## config.mk

```make
export PLATFORM = sky130hd
export DESIGN_NAME = blint_div
export DESIGN_NICKNAME = d
export VERILOG_FILES = /design/src/rtl/blint_pkg.sv /design/src/rtl/blint_div.sv
export SDC_FILE = /design/constraint.sdc
export NUM_CORES = 1
export LEC_CHECK = 0
export ABC_CLOCK_PERIOD_IN_PS = 800
export CAP_MARGIN = 20
export CELL_PAD_IN_SITES_DETAIL_PLACEMENT = 1
export CELL_PAD_IN_SITES_GLOBAL_PLACEMENT = 1
export CORE_AREA = 3 3 155 157
export DETAILED_ROUTE_END_ITERATION = 10
export DIE_AREA = 0 0 158 160
export DONT_BUFFER_PORTS = 1
export GPL_ROUTABILITY_DRIVEN = 0
export MAX_ROUTING_LAYER = met4
export PLACE_DENSITY = 0.68
export SYNTH_ARGS = -nofsm -noshare
export SYNTH_HDL_FRONTEND = slang
export SYNTH_SLANG_ARGS = --single-unit
```

## constraint.sdc

```tcl
create_clock -name clk -period 0.8 [get_ports clk]
set_input_delay 0.16 -clock clk [delete_from_list [all_inputs] [get_ports clk]]
set_output_delay 0.16 -clock clk [all_outputs]
set_load 0.03 [all_outputs]
```

## src/rtl/blint_pkg.sv

```systemverilog
// ----------------------------------------------------------------------------
// blint_pkg: shared constants, types and helpers
// Table geometry, register indexes, mode codes, pipeline payload types and the
// single step of the breakpoint upper-bound search.
// ----------------------------------------------------------------------------
package blint_pkg;

	localparam int TABLE_DEPTH = 256;
	localparam int ADDR_W      = $clog2(TABLE_DEPTH);
	localparam int CNT_W       = ADDR_W + 1;
	localparam int LEVELS      = ADDR_W + 1;
	localparam int DATA_W      = 32;
	localparam int FRAC_W      = 16;
	localparam int IDX_W       = 8;
	localparam int NIN_W       = 9;
	localparam int MODE_W      = 2;
	localparam int CFG_IDX_W   = 3;
	localparam int PROD_W      = DATA_W + 1 + FRAC_W + 1;

	typedef enum logic [CFG_IDX_W-1:0] {
		REG_OOR_MODE    = 3'd0,
		REG_INTERP_MODE = 3'd1,
		REG_LOW_FILL    = 3'd2,
		REG_HIGH_FILL   = 3'd3,
		REG_ENTRIES     = 3'd4,
		REG_USE_BP      = 3'd5
	} cfg_reg_t;

	localparam logic [MODE_W-1:0] OOR_CLAMP      = 2'd0;
	localparam logic [MODE_W-1:0] OOR_FILL       = 2'd1;
	localparam logic [MODE_W-1:0] OOR_PASS       = 2'd2;
	localparam logic [MODE_W-1:0] INTERP_LINEAR  = 2'd0;
	localparam logic [MODE_W-1:0] INTERP_NEAREST = 2'd1;

	// item payload through the read part of the pipeline
	typedef struct packed {
		logic                     lookup;
		logic                     wen;
		logic signed [DATA_W-1:0] sample;
		logic [IDX_W-1:0]         widx;
		logic [DATA_W-1:0]        wbp;
		logic [DATA_W-1:0]        wval;
		logic                     below;
		logic                     above;
	} pipe_t;

	typedef struct packed {
		logic [CNT_W-1:0]  first;
		logic [CNT_W-1:0]  count;
		logic [ADDR_W-1:0] probe;
	} srch_t;

	typedef struct packed {
		logic [CNT_W-1:0] first;
		logic [CNT_W-1:0] count;
	} bounds_t;

	// payload through the divider and interpolation part
	typedef struct packed {
		logic                     lookup;
		logic                     lerp;
		logic                     use_div;
		logic [FRAC_W-1:0]        fdir;
		logic [DATA_W-1:0]        rem;
		logic [DATA_W-1:0]        den;
		logic [FRAC_W-1:0]        q;
		logic signed [DATA_W-1:0] v0;
		logic signed [DATA_W:0]   dv;
		logic [DATA_W-1:0]        fixed;
	} div_t;

	// one step of the upper-bound search: probe was first + count/2
	function automatic bounds_t search_update(srch_t st, logic signed [DATA_W-1:0] s,
			logic signed [DATA_W-1:0] bp);
		bounds_t b;
		logic [CNT_W-1:0] step;
		step    = st.count >> 1;
		b.first = st.first;
		b.count = st.count;
		if (st.count != '0) begin
			if (!(s < bp)) begin
				b.first = CNT_W'(st.probe) + CNT_W'(1);
				b.count = st.count - step - CNT_W'(1);
			end else begin
				b.count = step;
			end
		end
		return b;
	endfunction

endpackage

```

## src/rtl/blint_div.sv

```systemverilog
// ----------------------------------------------------------------------------
// blint_div: one restoring division step
// Produce one fraction bit of (num << 16) / den per stage.
// ----------------------------------------------------------------------------
module blint_div (
	input  logic             clk,
	input  logic             arst_n,
	input  logic             adv,
	input  logic             vld_in,
	input  blint_pkg::div_t  d_in,
	output logic             vld_out,
	output blint_pkg::div_t  d_out
);
	import blint_pkg::*;

	logic [DATA_W:0] r2;
	logic            ge;
	div_t            nd;

	always_comb begin
		r2 = {d_in.rem, 1'b0};
		ge = r2 >= {1'b0, d_in.den};
		nd = d_in;
		if (d_in.use_div) begin
			nd.rem = ge ? DATA_W'(r2 - {1'b0, d_in.den}) : r2[DATA_W-1:0];
			nd.q   = {d_in.q[FRAC_W-2:0], ge};
		end
	end

	always_ff @(posedge clk or negedge arst_n) begin
		if (!arst_n) begin
			vld_out <= 1'b0;
		end else if (adv) begin
			vld_out <= vld_in;
		end
	end

	always_ff @(posedge clk) begin
		if (adv) begin
			d_out <= nd;
		end
	end

endmodule

```

Word-level counts from Yosys, hierarchy flattened
Index checks and enable logic that the tools add are counted.
{ "totals": {"output_inout_bits": 197, "word_cells": 16, "in_bits": 200, "reg_bits": 197} }
{ "classes": {"mux": 3, "order_cmp": 1, "addsub": 1} }
{ "op_table": {"columns": ["operator", "n"], "rows": [
  ["$mux W32", 2],
  ["$ge A33 B32 Y1", 1],
  ["$sub A32 B32 Y32", 1],
  ["$mux W16", 1]
]} }

Logic depth before layout (Yosys ltp)
Gate-level depths: netlist (run 1).
{ "logic_depth": {"ltp_word": 3, "depth_mapped": 13, "ltp_nobuf": 10} }

Worst setup path before layout (run 1)
Ideal clock, no wire load.
{ "synth_path": {"path_kind": "input to register", "from": "input port d_in[125] (netlist name)", "to": "register d_out[166] (netlist name) (data pin)", "arrival_ns": 2.323, "t_required_ns": 0.539, "cell_stages": 12, "slack_ns": -1.784, "path_buffers": 3, "cell_sequence": "inv_1 -> ha_1 -> buf_6 -> a21o_1 -> a31oi_4 -> o221ai_2 -> a211oi_4 -> a2111oi_4 -> or2_1 -> buf_6 -> buf_6 -> a221o_1"} }
{ "synth_rtl": {"columns": ["item", "line", "rtl"], "rows": [
  ["from (decl)", "blint_div.sv:10", "input blint_pkg::div_t d_in,"],
  ["to (signal assigned)", "blint_div.sv:40", "d_out <= nd;"],
  ["to (decl)", "blint_div.sv:12", "output blint_pkg::div_t d_out"]
]} }

==> reports/metrics.cfg, run 1 <==
[outcome]
status=complete, but fails checks
violations=negative hold slack, negative setup slack

[detailed_routing]
routed-wl-met3_mm=2.784
met2_length_mm=19.60
ant_nets=0
viasPerCell=5.433
first_iter_violations=508
vias=7047
wl_per_cell_um=28.38
top_layer_used=met4
drcViolationCount=0
wirelength_met1_mm=13.31
wl_mm=36.81
first_pass_iters=5

[power]
clkPwrFrac_pct=30.6
swShare_pct=31.63
seq_power_share_pct=47.3
p_int_w=0.02068
comb_power_share_pct=22.0
power_per_cell_area_mw_per_mm2=2069
ir_worst_vdd_uv=1320
p_leak_nw=5.780
p_sw_w=0.009567
total_power_w=0.03024

[worst_setup_path]
worstPathCellList=inv_8 > ha_4 > a21o_4 > a31oi_4 > o221ai_4 > a211oi_4 > a2111oi_4 > or2_4 > buf_12 > buf_16 > a211oi_1 > a21o_1
cp_max_fo=8
slowest_stage=or2_4
r2r-end=vld_out$_DFFE_PN0P_
worstPathRequired_ps=1090
end_kind=register
rr_worst_depth=1
path_class=primary input to register
r2r_slack_ps=-10
reg2reg_from=vld_out$_DFFE_PN0P_
critPathArrivalTime_ps=2460
startpoint=d_in[123]
slowest_delay_ps=310
crit_path_start_kind=primary input
cp_top_family=compound AO/OA/AOI/OAI gates
cp_num_buf_inv=3
endpoint=d_out[163]$_DFFE_PP_
worst-path-stages=12

[clock_tree]
cts_root_buffer=clkbuf_16
htree_levels=4
tritoncts=yes
clockBufferDepth=2
cts_num_sinks=197
clk_pin_slew_ps=90
clock_latency_ps=420
numCtsBuffers=17

[placement]
dp_hpwl_mm=22.44
portBuffers=0

[sta]
relSlewSlack_pct=65.80
min_period_over_period_pct=270.8
setup_viol=233
drv_slew=0
min_period_ps=2166
hold_viol=66
timing.fmax_mhz=461.7
final.setup.worst_slack_ps=-1366
grt_setup_unrepaired=yes
whs_ps=-162.7
worst_pin_slew_ps=513.0
fin_skew_ps=0

[floorplan]
core-area_mm2=0.02264
dieArea_mm2=0.02528
ios=397
initial_core_util_pct=38.86
die_h_um=160
rows=55
dieWidth_um=158

[yosys]
synth_top_area_share_pct=66.89
async_reset_ff_share_pct=0.5076
ys_top_cells_by_area=edfxtp_1 (67%), ha_1 (4.6%), a21oi_1 (2.3%), mux2_2 (2.0%), inv_1 (1.9%)
synth_most_common_cell=edfxtp_1
syn-cell-area_mm2=0.008798
syn_inst=630
synth_nets=863
ys_seq_area_share_pct=67.18
yosysWarnings=0
ys_ff_latch=197
synth_flop_cell=edfxtp_1
synth_edf_count=196
ys_types=68
ys_top_cells_by_count=edfxtp_1 (196), inv_1 (45), nand2_1 (43)
synth_top_cell_by_area=edfxtp_1
avgSynthCellArea_um2=13.97

[cells_and_area]
nFillCells=2083
fin_nets=1227
area_growth_pct=66.15
drive_gt1_share_pct=36.05

[global_routing]
grt_antenna_before_repair=5
overflow=0
grt_first_pass_wirelength_mm=51.19
grt_pass1_vias=7652
grtUsageTotal_pct=28.29
grt_max_degree=198

[worst_hold_path]
holdCritPathClass=primary input to register

[job]
cap_violations=0

[cells in the final DEF, fill, tap and decap left out, drive strengths merged, types with 7 or more instances in the layout]
cell / instances
mux2i: 9
a21oi: 43
and3: 7
ha: 32
nand3: 18
clkinv: 8
dlymetal6s4s: 14
edfxtp: 196
a21o: 22
nor3: 8
o21ai: 19
a31oi: 17
nor2: 40
buf: 188
xnor2: 15
clkbuf: 18
xor2: 10
dlygate4sd3: 162
nand2: 43
inv: 51
mux2: 16
[stage by stage]
step / instance area [µm²] / util [%] / setup TNS [ps] / setup WS (ps) / cells
final: 14620 / 64.57 / -110220 / -1366 / 1297
after global routing: 14620 / 64.57 / -118420 / -1419 / 1297
after CTS: 14250 / 62.92 / -110140 / -1208 / 1281
after detailed placement: 11360 / 50.16 / -58900 / -1894 / 1061
after global placement: 11360 / 50.16 / -59240 / -1893 / 1061
after floorplan: 9209 / - / -48240 / -1620 / 630
[cells by family after synthesis]
kind of cell,Yosys count,share of synthesized area (%)
compound gates,147,12.06
buf+inv,65,3.129
xor+xnor,25,2.489
mux,25,3.072
flops,197,67.18
simple gates,138,7.295
fa+ha+maj,33,4.778
[worst min path at each step]
stage | startpoint | endpoint | slack [ps] | depth (start not counted)
detailed placement | arst_n | vld_out$_DFFE_PN0P_ | -140 | 0
CTS | d_in[193] | d_out[193]$_DFFE_PP_ | -190 | 0
global route | adv | d_out[140]$_DFFE_PP_ | -190 | 0
finish | adv | d_out[141]$_DFFE_PP_ | -160 | 0
floorplan | arst_n | vld_out$_DFFE_PN0P_ | -140 | 0
global placement | arst_n | vld_out$_DFFE_PN0P_ | -140 | 0
[routing by layer]
metal / vias to the layer above / global-route usage (%)
met4: 0 / 8.643
li1: 3110 / -
met1: 3541 / 31.18
met2: 334 / 49.75
met5: - / -
met3: 62 / 7.588
[registers in the layout, summed over array words and instances, names as in the netlist]
name and cells:
vld_out 1, d_out 196
[power groups by stage]
stage          combinational [W]  sequential, W  clock [W]
6_report                 0.00666         0.0143    0.00926
5_1_grt                  0.00699         0.0144    0.00984
4_1_cts                  0.00612         0.0143    0.00929
3_5_place_dp             0.00485         0.0145          0
3_3_place_gp             0.00474         0.0145          0
2_1_floorplan            0.00216         0.0147          0
[final cells by class]
cell class | count | area (µm²) | share of cell area, %
antenna | 5 | 12.51 | 0.08559
sequential | 197 | 5912 | 40.44
clock buffer | 18 | 429.2 | 2.936
clock inverter | 14 | 206.4 | 1.412
inverter | 46 | 205.2 | 1.404
multi-input combinational | 368 | 3495 | 23.90
timing repair buffer | 364 | 4003 | 27.38
tap | 285 | 356.6 | 2.439
[what timing repair did]
item	CTS	global route
gates cloned	2	0
endpoints found under the hold margin	394	142
endpoints found under the setup margin	230	246
setup buffers	11	11
hold buffers	175	1
resized for setup	72	66
pin swaps	39	42
Power figures use the tool's default switching activity.
==> run 2: changes to the inputs <==
--- a/config.mk
+++ b/config.mk
@@ -16,6 +16,7 @@
 export GPL_ROUTABILITY_DRIVEN = 0
 export MAX_ROUTING_LAYER = met4
 export PLACE_DENSITY = 0.68
+export SETUP_SLACK_MARGIN = 0.2
 export SYNTH_ARGS = -nofsm -noshare
 export SYNTH_HDL_FRONTEND = slang
 export SYNTH_SLANG_ARGS = --single-unit
==> run 2 against run 1 <==
Effect of this change:
- the run still ends with negative hold slack, negative setup slack left
- critical path depth unchanged
- clock-buffer cell count unchanged
- combinational power about the same
- final cell count down 1.5%
- non-clock buffer count down 20
- flip-flop and latch count unchanged
- worst hold slack about the same
- first-iteration DRC count up 19%
- cell area down 0.75%
- critical endpoint is now d_out[175]$_DFFE_PP_
- largest cell class unchanged
- highest routed layer unchanged
==> reports/metrics.cfg, run 2 (same netlist as run 1, synthesis figures left out) <==
[outcome]
status=complete, but fails checks
violations=negative hold slack, negative setup slack

[worst_setup_path]
cp_num_buf_inv=3  ; unchanged
r2r_slack_ps=-130  ; -120 ps
worstPathRequired_ps=980  ; -110 ps
crit_path_start_kind=primary input
worstPathCellList=inv_1 > ha_4 > buf_4 > a21oi_1 > o21bai_1 > a21o_1 > o21ba_2 > buf_4 > a211oi_2 > or3_1 > nand3_2 > a31oi_1
end_kind=register
r2r-end=vld_out$_DFFE_PN0P_
rr_worst_depth=2  ; +1
path_class=primary input to register
cp_top_family=compound AO/OA/AOI/OAI gates
slowest_delay_ps=370  ; +60 ps
cp_max_fo=3  ; -5
critPathArrivalTime_ps=2230  ; -230 ps
crit_top_cell=buf_4
reg2reg_from=vld_out$_DFFE_PN0P_
slowest_stage=or3_1

[global_routing]
grtUsageTotal_pct=27.07  ; -1.2 points
grt_pass1_vias=7436  ; -2.8%
overflow=0  ; unchanged
met2_usage_pct=47.96  ; -1.8 points
grt_first_pass_wirelength_mm=49.09  ; -4.1%
grt_antenna_before_repair=5  ; unchanged
grt_max_degree=198  ; unchanged
grt_util_met3_pct=7.588  ; unchanged
top_usage_layer=met2
grtUsageMet1_pct=29.99  ; -1.2 points

[sta]
setup_viol=231  ; -0.86%
drv_slew=0  ; unchanged
grt_setup_unrepaired=yes
worst_pin_slew_ps=429.2  ; -83.83 ps
min_period_over_period_pct=255.3  ; -15 points
hold_viol=105  ; +59%
fin_skew_ps=0  ; unchanged
min_period_ps=2042  ; -123.7 ps
final.setup.worst_slack_ps=-1242  ; +123.7 ps
timing.fmax_mhz=489.6  ; +6.1%
whs_ps=-162.6  ; +0.1020 ps
relSlewSlack_pct=71.18  ; +5.4 points

[floorplan]
die_h_um=160  ; unchanged
core-area_mm2=0.02264  ; unchanged
rows=55  ; unchanged
initial_core_util_pct=38.86  ; unchanged
dieArea_mm2=0.02528  ; unchanged
dieWidth_um=158  ; unchanged
ios=397  ; unchanged

[power]
p_sw_w=0.009530  ; -0.38%
seq_power_share_pct=47.3  ; about the same
ir_worst_vdd_uv=1087  ; -18%
swShare_pct=31.55  ; -0.086 points
clkPwrFrac_pct=30.6  ; about the same
p_leak_nw=5.617  ; -2.8%
power_per_cell_area_mw_per_mm2=2082  ; +0.65%
p_int_w=0.02068  ; about the same
comb_power_share_pct=22.1  ; about the same

[worst_hold_path]
hold_path_depth=0  ; unchanged
min_from=adv
holdPathEnd=d_out[140]$_DFFE_PP_
holdCritPathClass=primary input to register

[detailed_routing]
wl_mm=35.76  ; -2.9%
first_pass_iters=4  ; -1
viasPerCell=5.480  ; +0.86%
ant_nets=0  ; unchanged
wl_per_cell_um=28.00  ; -1.3%
first_iter_violations=604  ; +19%
drcViolationCount=0  ; unchanged
vias=6998  ; -0.70%

[cells_and_area]
regMostFlops=d_out
final_common_cell=edfxtp_1
area_growth_pct=64.90
final_cells=1277  ; -1.5%
fin_util_pct=64.08  ; -0.49 points
fin_nets=1207  ; -1.6%
final_cell_mix=edfxtp_1 (196), dlygate4sd3_1 (149), buf_4 (119)
largest_register_ffs=196  ; unchanged
drive_gt1_share_pct=38.60  ; +2.6 points
top_regs=d_out: 196 flops, vld_out: 1 flops

[job]
cap_violations=0  ; unchanged

[placement]
dp_hpwl_mm=22.44  ; unchanged
place_inst=1061  ; unchanged
portBuffers=0  ; unchanged

[clock_tree]
tritoncts=yes
clk_pin_slew_ps=90  ; about the same
clockBufferDepth=2  ; unchanged
cts_num_sinks=197  ; unchanged
cts_root_buffer=clkbuf_16
clock_latency_ps=430  ; about the same
htree_levels=4  ; unchanged
numCtsBuffers=17  ; unchanged

[run 2: changes by cell type in the layout (fill, tap and decap cells not counted), sizes merged]
cell / delta
dlymetal6s4s: -14
dlygate4sd3: -13
buf: +7
[run 2: worst max path at each step]
stage	from	to	slack [ps]	depth (start not counted)
global route	d_in[160]	d_out[172]$_DFFE_PP_	-1310	11
finish	d_in[132]	d_out[175]$_DFFE_PP_	-1240	12
floorplan	d_in[156]	d_out[166]$_DFFE_PP_	-1620	11
global placement	d_in[114]	d_out[154]$_DFFE_PP_	-1890	12
CTS	d_in[123]	d_out[165]$_DFFE_PP_	-1210	12
detailed placement	d_in[124]	d_out[172]$_DFFE_PP_	-1890	11
[run 2: what timing repair did]
item | in CTS | in global routing
resized for setup | 72 | 87
gates cloned | 2 | 0
hold endpoints to repair | 394 | 152
endpoints found under the setup margin | 231 | 231
setup buffers | 11 | 17
pin swaps | 39 | 53
hold buffers | 148 | 1
[run 2: power by group through the flow]
| stage | clock network (W) | registers, W | logic [W] |
|---|---|---|---|
| final | 0.00924 | 0.0143 | 0.00667 |
| after global routing | 0.00977 | 0.0144 | 0.00701 |
| after CTS | 0.00929 | 0.0143 | 0.00598 |
| after detailed placement | 0 | 0.0145 | 0.00485 |
| after global placement | 0 | 0.0145 | 0.00474 |
| after floorplan | 0 | 0.0147 | 0.00216 |
[run 2: routing by layer]
metal,wire length (µm),vias up
met5,0,-
met4,1176,0
met3,2462,67
met2,18730,324
met1,13390,3527
li1,-,3080
[run 2: per-stage QoR]
step                setup slack [ps]  hold WS, ps  power [W]  TNS (ps)  instance area (µm²)
CTS                            -1208       -186.9    0.02957   -109970                13980
global placement               -1893       -135.3    0.01923    -59240                11360
finish                         -1242       -162.6    0.03021   -106550                14510
detailed placement             -1894       -135.3    0.01935    -58900                11360
floorplan                      -1620       -135.6    0.01687    -48240                 9209
global route                   -1306       -190.7    0.03115   -115220                14510
[run 2: worst register-to-register path, stage by stage (launching register included)]
cell and delay (ps):
dfrtp_2 440, buf_6 120, mux2_4 260
[run 2: cell type report]
cell class              count  area (µm²)
multi-input cells         368        3598
clock inverters            14       206.4
flip-flops and latches    197        5912
inverters                  46       210.2
clock buffers              18       429.2
diodes                      5       12.51
well taps                 285       356.6
repair buffers            344        3784
fillers                  2055        8132
==> run 3: changes to the inputs <==
--- a/config.mk
+++ b/config.mk
@@ -5,7 +5,7 @@
 export SDC_FILE = /design/constraint.sdc
 export NUM_CORES = 1
 export LEC_CHECK = 0
-export ABC_CLOCK_PERIOD_IN_PS = 800
+export ABC_CLOCK_PERIOD_IN_PS = 2200
 export CAP_MARGIN = 20
 export CELL_PAD_IN_SITES_DETAIL_PLACEMENT = 1
 export CELL_PAD_IN_SITES_GLOBAL_PLACEMENT = 1
@@ -15,7 +15,7 @@
 export DONT_BUFFER_PORTS = 1
 export GPL_ROUTABILITY_DRIVEN = 0
 export MAX_ROUTING_LAYER = met4
-export PLACE_DENSITY = 0.68
+export PLACE_DENSITY = 0.65
 export SETUP_SLACK_MARGIN = 0.2
 export SYNTH_ARGS = -nofsm -noshare
 export SYNTH_HDL_FRONTEND = slang
==> constraint.sdc (replaced) <==
create_clock -name clk -period 2.2 [get_ports clk]
set_input_delay 0.44 -clock clk [delete_from_list [all_inputs] [get_ports clk]]
set_output_delay 0.44 -clock clk [all_outputs]
set_load 0.03 [all_outputs]
==> run 3 against run 2 <==
Effect of this change:
- the run ends with negative setup slack left
- setup slack gained 1100 ps
- largest power group unchanged
- critical path depth is the same
- sequential share of layout area grew 9.6 points
==> reports/metrics.cfg, run 3 (same netlist as run 1, synthesis figures left out) <==
[power]
p_leak_nw=4.407  ; -22%
p_sw_w=0.003192  ; -67%
clkPwrFrac_pct=31.3  ; +0.7 points
swShare_pct=31.72  ; +0.17 points
comb_power_share_pct=15.2  ; -6.9 points
p_int_w=0.006871  ; -67%
power_per_cell_area_mw_per_mm2=856.9  ; -59%
ir_worst_vdd_uv=441.8  ; -59%
seq_power_share_pct=53.5  ; +6.2 points

[sta]
hold_viol=0  ; -100%
worst_pin_slew_ps=679.9  ; +250.7 ps
relSlewSlack_pct=54.67  ; -17 points
timing.fmax_mhz=426.1
fin_skew_ps=0  ; unchanged
setup_viol=27  ; -88%
final.setup.tns_ps=-1530  ; +105,020 ps
min_period_ps=2347
grt_setup_unrepaired=yes
drv_slew=0  ; unchanged
final.setup.worst_slack_ps=-146.9  ; +1095 ps
min_period_over_period_pct=106.7

[floorplan]
die_h_um=160  ; unchanged
rows=55  ; unchanged
dieWidth_um=158  ; unchanged
dieArea_mm2=0.02528  ; unchanged
core-area_mm2=0.02264  ; unchanged
ios=397  ; unchanged
initial_core_util_pct=38.86  ; unchanged

[detailed_routing]
wl_mm=30.89  ; -14%
drcViolationCount=0  ; unchanged
first_iter_violations=524  ; -13%
ant_nets=0  ; unchanged
first_pass_iters=4  ; unchanged
viasPerCell=5.594  ; +2.1%
wl_per_cell_um=28.87  ; +3.1%
vias=5986  ; -14%

[clock_tree]
numCtsBuffers=17  ; unchanged
cts_num_sinks=197  ; unchanged
cts_root_buffer=clkbuf_16
htree_levels=4  ; unchanged
tritoncts=yes
clock_latency_ps=430  ; about the same
clk_pin_slew_ps=90  ; about the same
clockBufferDepth=2  ; unchanged

[cells_and_area]
nFillCells=2223  ; +8.2%
top_regs=d_out: 196 flops, vld_out: 1 flops
regMostFlops=d_out
drive_gt1_share_pct=40.00  ; +1.4 points
final_cell_mix=edfxtp_1 (196), buf_4 (124), nor2_1 (37)
largest_register_ffs=196  ; unchanged
final_common_cell=edfxtp_1
fin_nets=1000  ; -17%
final_cells=1070  ; -16%
area_growth_pct=33.48

[placement]
portBuffers=0  ; unchanged
place_ws_ps=-672.4  ; +1221 ps
place_inst=1007  ; -5.1%
dp_hpwl_mm=21.91  ; -2.4%

[worst_setup_path]
end_kind=register
crit_path_start_kind=primary input
worstPathRequired_ps=2370  ; +1390 ps
critPathArrivalTime_ps=2520  ; +290 ps
path_class=primary input to register
cp_max_fo=7  ; +4

[outcome]
violations=negative setup slack
status=complete, but fails checks

[global_routing]
grt_max_degree=198  ; unchanged
grt_pass1_vias=6474  ; -13%
grt_first_pass_wirelength_mm=42.08  ; -14%
grt_antenna_before_repair=5  ; unchanged
overflow=0  ; unchanged
grtUsageTotal_pct=23.26  ; -3.8 points

[worst_hold_path]
holdCritPathClass=primary input to register

[job]
cap_violations=0  ; unchanged

==> run 3: power groups by stage <==
stage	Combinational [W]	Clock [W]	Sequential, W
2_1_floorplan	0.000765	0	0.00535
3_3_place_gp	0.00113	0	0.00547
3_5_place_dp	0.00117	0	0.00547
4_1_cts	0.00134	0.00322	0.00540
5_1_grt	0.00164	0.00336	0.00540
6_report	0.00153	0.00315	0.00539
==> run 3: routing by layer <==
metal	vias up	global-route usage [%]	share of wire (%)	wire, µm
li1	2656	-	-	-
met1	3021	24.00	36	11050
met2	255	40.71	53	16250
met3	54	8.482	8.5	2617
met4	0	7.861	3.1	966
met5	-	-	0	0
==> run 3: worst max-delay path, cell delays in order <==
cell,delay [ps]
inv_8,20
ha_4,250
buf_6,80
nor2b_4,150
o21bai_4,80
a21oi_4,170
o2111ai_4,160
a2111oi_4,390
or2_4,250
buf_6,170
mux2i_2,250
a21oi_1,110
==> run 3: what timing repair did <==
action                                  4_1_cts  5_1_grt
endpoints found under the setup margin       33       33
hold endpoints to repair                      1        0
hold buffers                                  1        0
pin swaps                                    32       44
resized for setup                            81       48
setup buffers                                10       12
gates cloned                                  1        2
==> run 3: metrics by stage <==
stage	hold slack [ps]	util [%]	area, µm²	power (W)
6_report	82.03	51.87	11740	0.01006
5_1_grt	65.36	51.87	11740	0.01041
4_1_cts	66.14	49.95	11310	0.009964
3_5_place_dp	144.5	45.07	10200	0.006643
3_3_place_gp	144.5	45.07	10200	0.006604
2_1_floorplan	144.4	-	9119	0.006113
==> run 3: path summary, 6_finish.rpt <==
check	slack (ps)	cells after the start	start	end
max	-150	12	d_in[114]	d_out[167]$_DFFE_PP_
min	80	0	d_in[143]	d_out[143]$_DFFE_PP_
max reg2reg	1290	1	vld_out$_DFFE_PN0P_	vld_out$_DFFE_PN0P_
min reg2reg	760	1	vld_out$_DFFE_PN0P_	vld_out$_DFFE_PN0P_
max in group asynchronous	1870	1	arst_n	vld_out$_DFFE_PN0P_
min in group asynchronous	220	1	arst_n	vld_out$_DFFE_PN0P_
==> run 3: final cells by class <==
| class | instances | area, µm² | share of cell area (%) |
|---|---|---|---|
| Tap cell | 285 | 356.6 | 3.036 |
| Clock buffer | 17 | 425.4 | 3.622 |
| Clock inverter | 15 | 176.4 | 1.502 |
| Multi-Input combinational cell | 368 | 3505 | 29.84 |
| Timing Repair Buffer | 137 | 1150 | 9.791 |
| Sequential cell | 197 | 5911 | 50.33 |
| Antenna cell | 5 | 12.51 | 0.1065 |
| Inverter | 46 | 207.7 | 1.769 |
